===== config.mk =====
export PLATFORM = sky130hd
export DESIGN_NAME = bc_ram
export DESIGN_NICKNAME = d
export VERILOG_FILES = /design/src/rtl/bc_ram.sv
export SDC_FILE = /design/constraint.sdc
export NUM_CORES = 2
export LEC_CHECK = 0
export ABC_AREA = 0
export ABC_CLOCK_PERIOD_IN_PS = 3170
export BUFFER_PORTS_ARGS = -buffer_cell sky130_fd_sc_hd__buf_2
export CAP_MARGIN = 10
export CORE_AREA = 2 2 424 321
export DETAILED_ROUTE_END_ITERATION = 6
export DIE_AREA = 0 0 426 323
export PLACE_DENSITY_LB_ADDON = 0.08
export SETUP_SLACK_MARGIN = 0.3
export SYNTH_ARGS = -nofsm -noshare
export SYNTH_HDL_FRONTEND = slang
export SYNTH_SLANG_ARGS = --single-unit

===== constraint.sdc =====
create_clock -name clk -period 3.17 [get_ports clk]
set_input_delay 0.7925 -clock clk [delete_from_list [all_inputs] [get_ports clk]]
set_output_delay 0.7925 -clock clk [all_outputs]
set_load 0.1 [all_outputs]

===== src/rtl/bc_ram.sv =====
module bc_ram #(
  parameter int unsigned DEPTH = 256,
  parameter int unsigned WIDTH = 8
) (
  input  logic                     clk,
  input  logic                     we,
  input  logic [$clog2(DEPTH)-1:0] waddr,
  input  logic [WIDTH-1:0]         wdata,
  input  logic [$clog2(DEPTH)-1:0] raddr,
  output logic [WIDTH-1:0]         rdata
);

  logic [WIDTH-1:0] mem [DEPTH];

  // one write port, one registered read port
  always_ff @(posedge clk) begin
    if (we) begin
      mem[waddr] <= wdata;
    end
    rdata <= mem[raddr];
  end

endmodule

==> qor.csv <==
stage,metric,value,unit
timing,finalMaxSlewViolations,0,
timing,fmax,350.2,MHz
synth,synth_largest_area_cell,edfxtp_1,
synth,netlist-cell-type-count,55,
critical_path,crit_path_start,raddr[0],
cells_and_area,syn2layout_area_growth,15.95,%
synth,synth_edf_count,2048,
timing,layout_setup_ws,0.3142,ns
hold_path,hold_path_class,input pin to flop,
synth,yosys-top-cells-area,"edfxtp_1, mux4_2, mux2i_1",
synth,synthCells,3733,
detailed_routing,wl_met2,94300,um
placed_design,numPortBuffers,33,
power,irDropWorstVdd,0.0005304,V
timing,finalHoldViolations,0,
floorplan,die-area,137600,um2
timing,slew_headroom,36.59,%
cells_and_area,final_cell_mix,"edfxtp_1, buf_4, mux4_2",
cts,cts_tree,done,
cts,numCtsBuffers,186,
power,power.density,600.4,nW/um2
global_route,grt.overflow.total,0,
floorplan,start_util,59.33,%
power,leakage,29.83,nW
detailed_routing,drc_errors,0,
critical_path,crit_fanout,24,
placed_design,gp_congestion,0.8859,
timing,fin_crit_sh,90.09,%
cts,cts_root_buffer,clkbuf_16,
critical_path,critPathSlowestCell,nor4_2,
critical_path,startpoint_type,input pin,
cells_and_area,final_common_cell,edfxtp_1,
synth,syn-cell-area,79560,um2
synth,postSynthAreaPerCell,21.31,um2
synth,ys_seq_area_share,77.50,%
synth,yosys_most_used_dff,edfxtp_1,
run_status,status,finished clean,
power,totalPowerFinal,55.39,mW
global_route,grt_max_degree,99,
detailed_routing,ant_nets,0,
synth,ys_async_sr_fraction,0,%
timing,grt_setup_unrepaired,no,
detailed_routing,vias,41760,
critical_path,worstSetupEndpointType,flop,
cts,cts_setup_buffers,0,
cts,clkTransAtPathRegs,0.06,ns
critical_path,reg2reg_from,mem[139][0],
floorplan,io_pins,34,
cells_and_area,layout.nets,4375,
critical_path,cp.buffers_inverters,5,
synth,yosys_warnings,0,
timing,fin_tns_setup,0,ns
critical_path,critPathTopFamily,buffers and inverters,
global_route,grt.total_usage,30.62,%
timing,finalHoldWorstSlack,0.4642,ns
timing,clock_skew,0.02514,ns
detailed_routing,first_pass_iters,5,
floorplan,rows,117,
cts,clock_latency,0.82,ns
global_route,grt_first_pass_wirelength,296300,um
floorplan,coreArea,134100,um2
timing,setup_viol,0,
detailed_routing,met3WireLength,25130,um
cts,clockBufferDepth,3,
hold_path,hp-start,wdata[3],
cells_and_area,postLayoutCoreUtil,68.79,%
job,max-cap-violations,0,
synth,ys_ff_latch,2056,
cells_and_area,drive_above_1_share,31.34,%
floorplan,die_w,426,um
global_route,grt_antenna_before_repair,17,
global_route,grt_pass1_vias,41110,
detailed_routing,wl_per_cell,32.88,um
detailed_routing,wirelength,206900,um
critical_path,cp.arrival,3.57,ns
detailed_routing,drt_iter0_markers,6347,
cts,hold_buffers,0,
placed_design,post-dp-hpwl,134200,um
floorplan,fp.dieH,323,um
critical_path,worstPathCellList,"buf_8, buf_12, buf_12, mux2i_1, o221ai_1, a21oi_1, nor3_2, buf_4, nor4_2, buf_4, nor4_1",
synth,synth.net_count,3759,
timing,post-route-min-period,2.856,ns
placed_design,post-place-ws,-0.9608,ns
critical_path,cp_data_required_time,3.88,ns
synth,synth_top_area_share,77.30,%
detailed_routing,highest_layer,met5,
critical_path,slowest_delay,0.51,ns
timing,worstMarginPinSlew,0.9272,ns
critical_path,worstSetupPathType,input pin to flop,
detailed_routing,viasPerCell,6.635,
cts,clock_sinks,2056,
cts,htree_levels,4,
detailed_routing,drt-met1-wl,82920,um
sequential cells by signal, indices dropped and copies added, names as in the netlist:
| name | flops |
|---|---|
| mem | 2048 |
| rdata | 8 |
metrics by stage:
stage	instance area [um2]	instances
5_1_grt	92240	6290
3_3_place_gp	86160	5945
6_report	92250	6294
4_1_cts	92150	6287
2_1_floorplan	79560	3733
3_5_place_dp	86170	5946
power breakdown:
| group | switching (mW) | internal, mW | leakage [nW] |
|---|---|---|---|
| logic | 2.08 | 1.21 | 8.48 |
| registers | 0.0498 | 30.0 | 18.5 |
| clock network | 9.70 | 12.4 | 2.88 |
what timing repair did:
action | 4_1_cts | 5_1_grt
gates resized for setup | 10 | 12
endpoints found under the hold margin | 0 | 0
setup endpoints to repair | 6 | 5
final timing paths:
| kind | endpoint | cells past startpoint | slack, ns |
|---|---|---|---|
| setup / recovery | rdata[1] | 11 | 0.31 |
| hold / removal | mem[228][3] | 1 | 0.46 |
| setup reg to reg | rdata[0] | 7 | 0.65 |
| hold reg to reg | rdata[4] | 7 | 1.10 |
layer usage:
layer	track usage [%]	vias to the layer above
met4	6.918	2
met2	45.18	2556
met3	7.311	286
met5	0	-
met1	47.27	21970
li1	-	16940
Yosys cell counts, types with 2 or more instances:
master,instances
mux2i_1,134
nor4_2,3
mux4_1,2
buf_4,27
buf_6,21
or2_2,4
a21oi_1,96
o32ai_1,4
a31oi_1,2
a22o_1,8
o21ai_1,2
nor2b_1,31
o22ai_1,28
buf_12,8
o22a_1,5
edfxtp_1,2048
clkbuf_1,111
o221ai_1,46
and3b_1,2
nand2b_1,8
nand4_1,10
buf_2,31
mux4_2,454
a221oi_1,13
dfxtp_1,8
o211ai_1,10
nand3_1,34
o21ai_0,10
a311oi_1,2
and2_1,6
a2111oi_1,2
nor3_1,22
nand3b_1,2
buf_8,13
a211oi_1,16
a2111oi_0,2
a22oi_1,133
nand2_1,33
buf_1,22
nor4_1,24
nor2_1,282
cells by family after synthesis:
| family | share of synthesized area [%] |
|---|---|
| multiplexers | 14.62 |
| flip-flops | 77.50 |
| AND/OR/NAND/NOR | 2.628 |
| AO/OA/AOI/OAI | 3.419 |
| buffers and inverters | 1.831 |
cell type report:
type	instances	area, um2
antenna	7	17.52
clock buffer	233	4935
clock inverter	108	980.9
fill	8413	41850
inverter	2	7.507
multi-input combinational	1442	16630
sequential	2056	61660
tap	1785	2233
timing repair buffer	661	5786
Note: power is estimated with default switching activity, not from simulation.
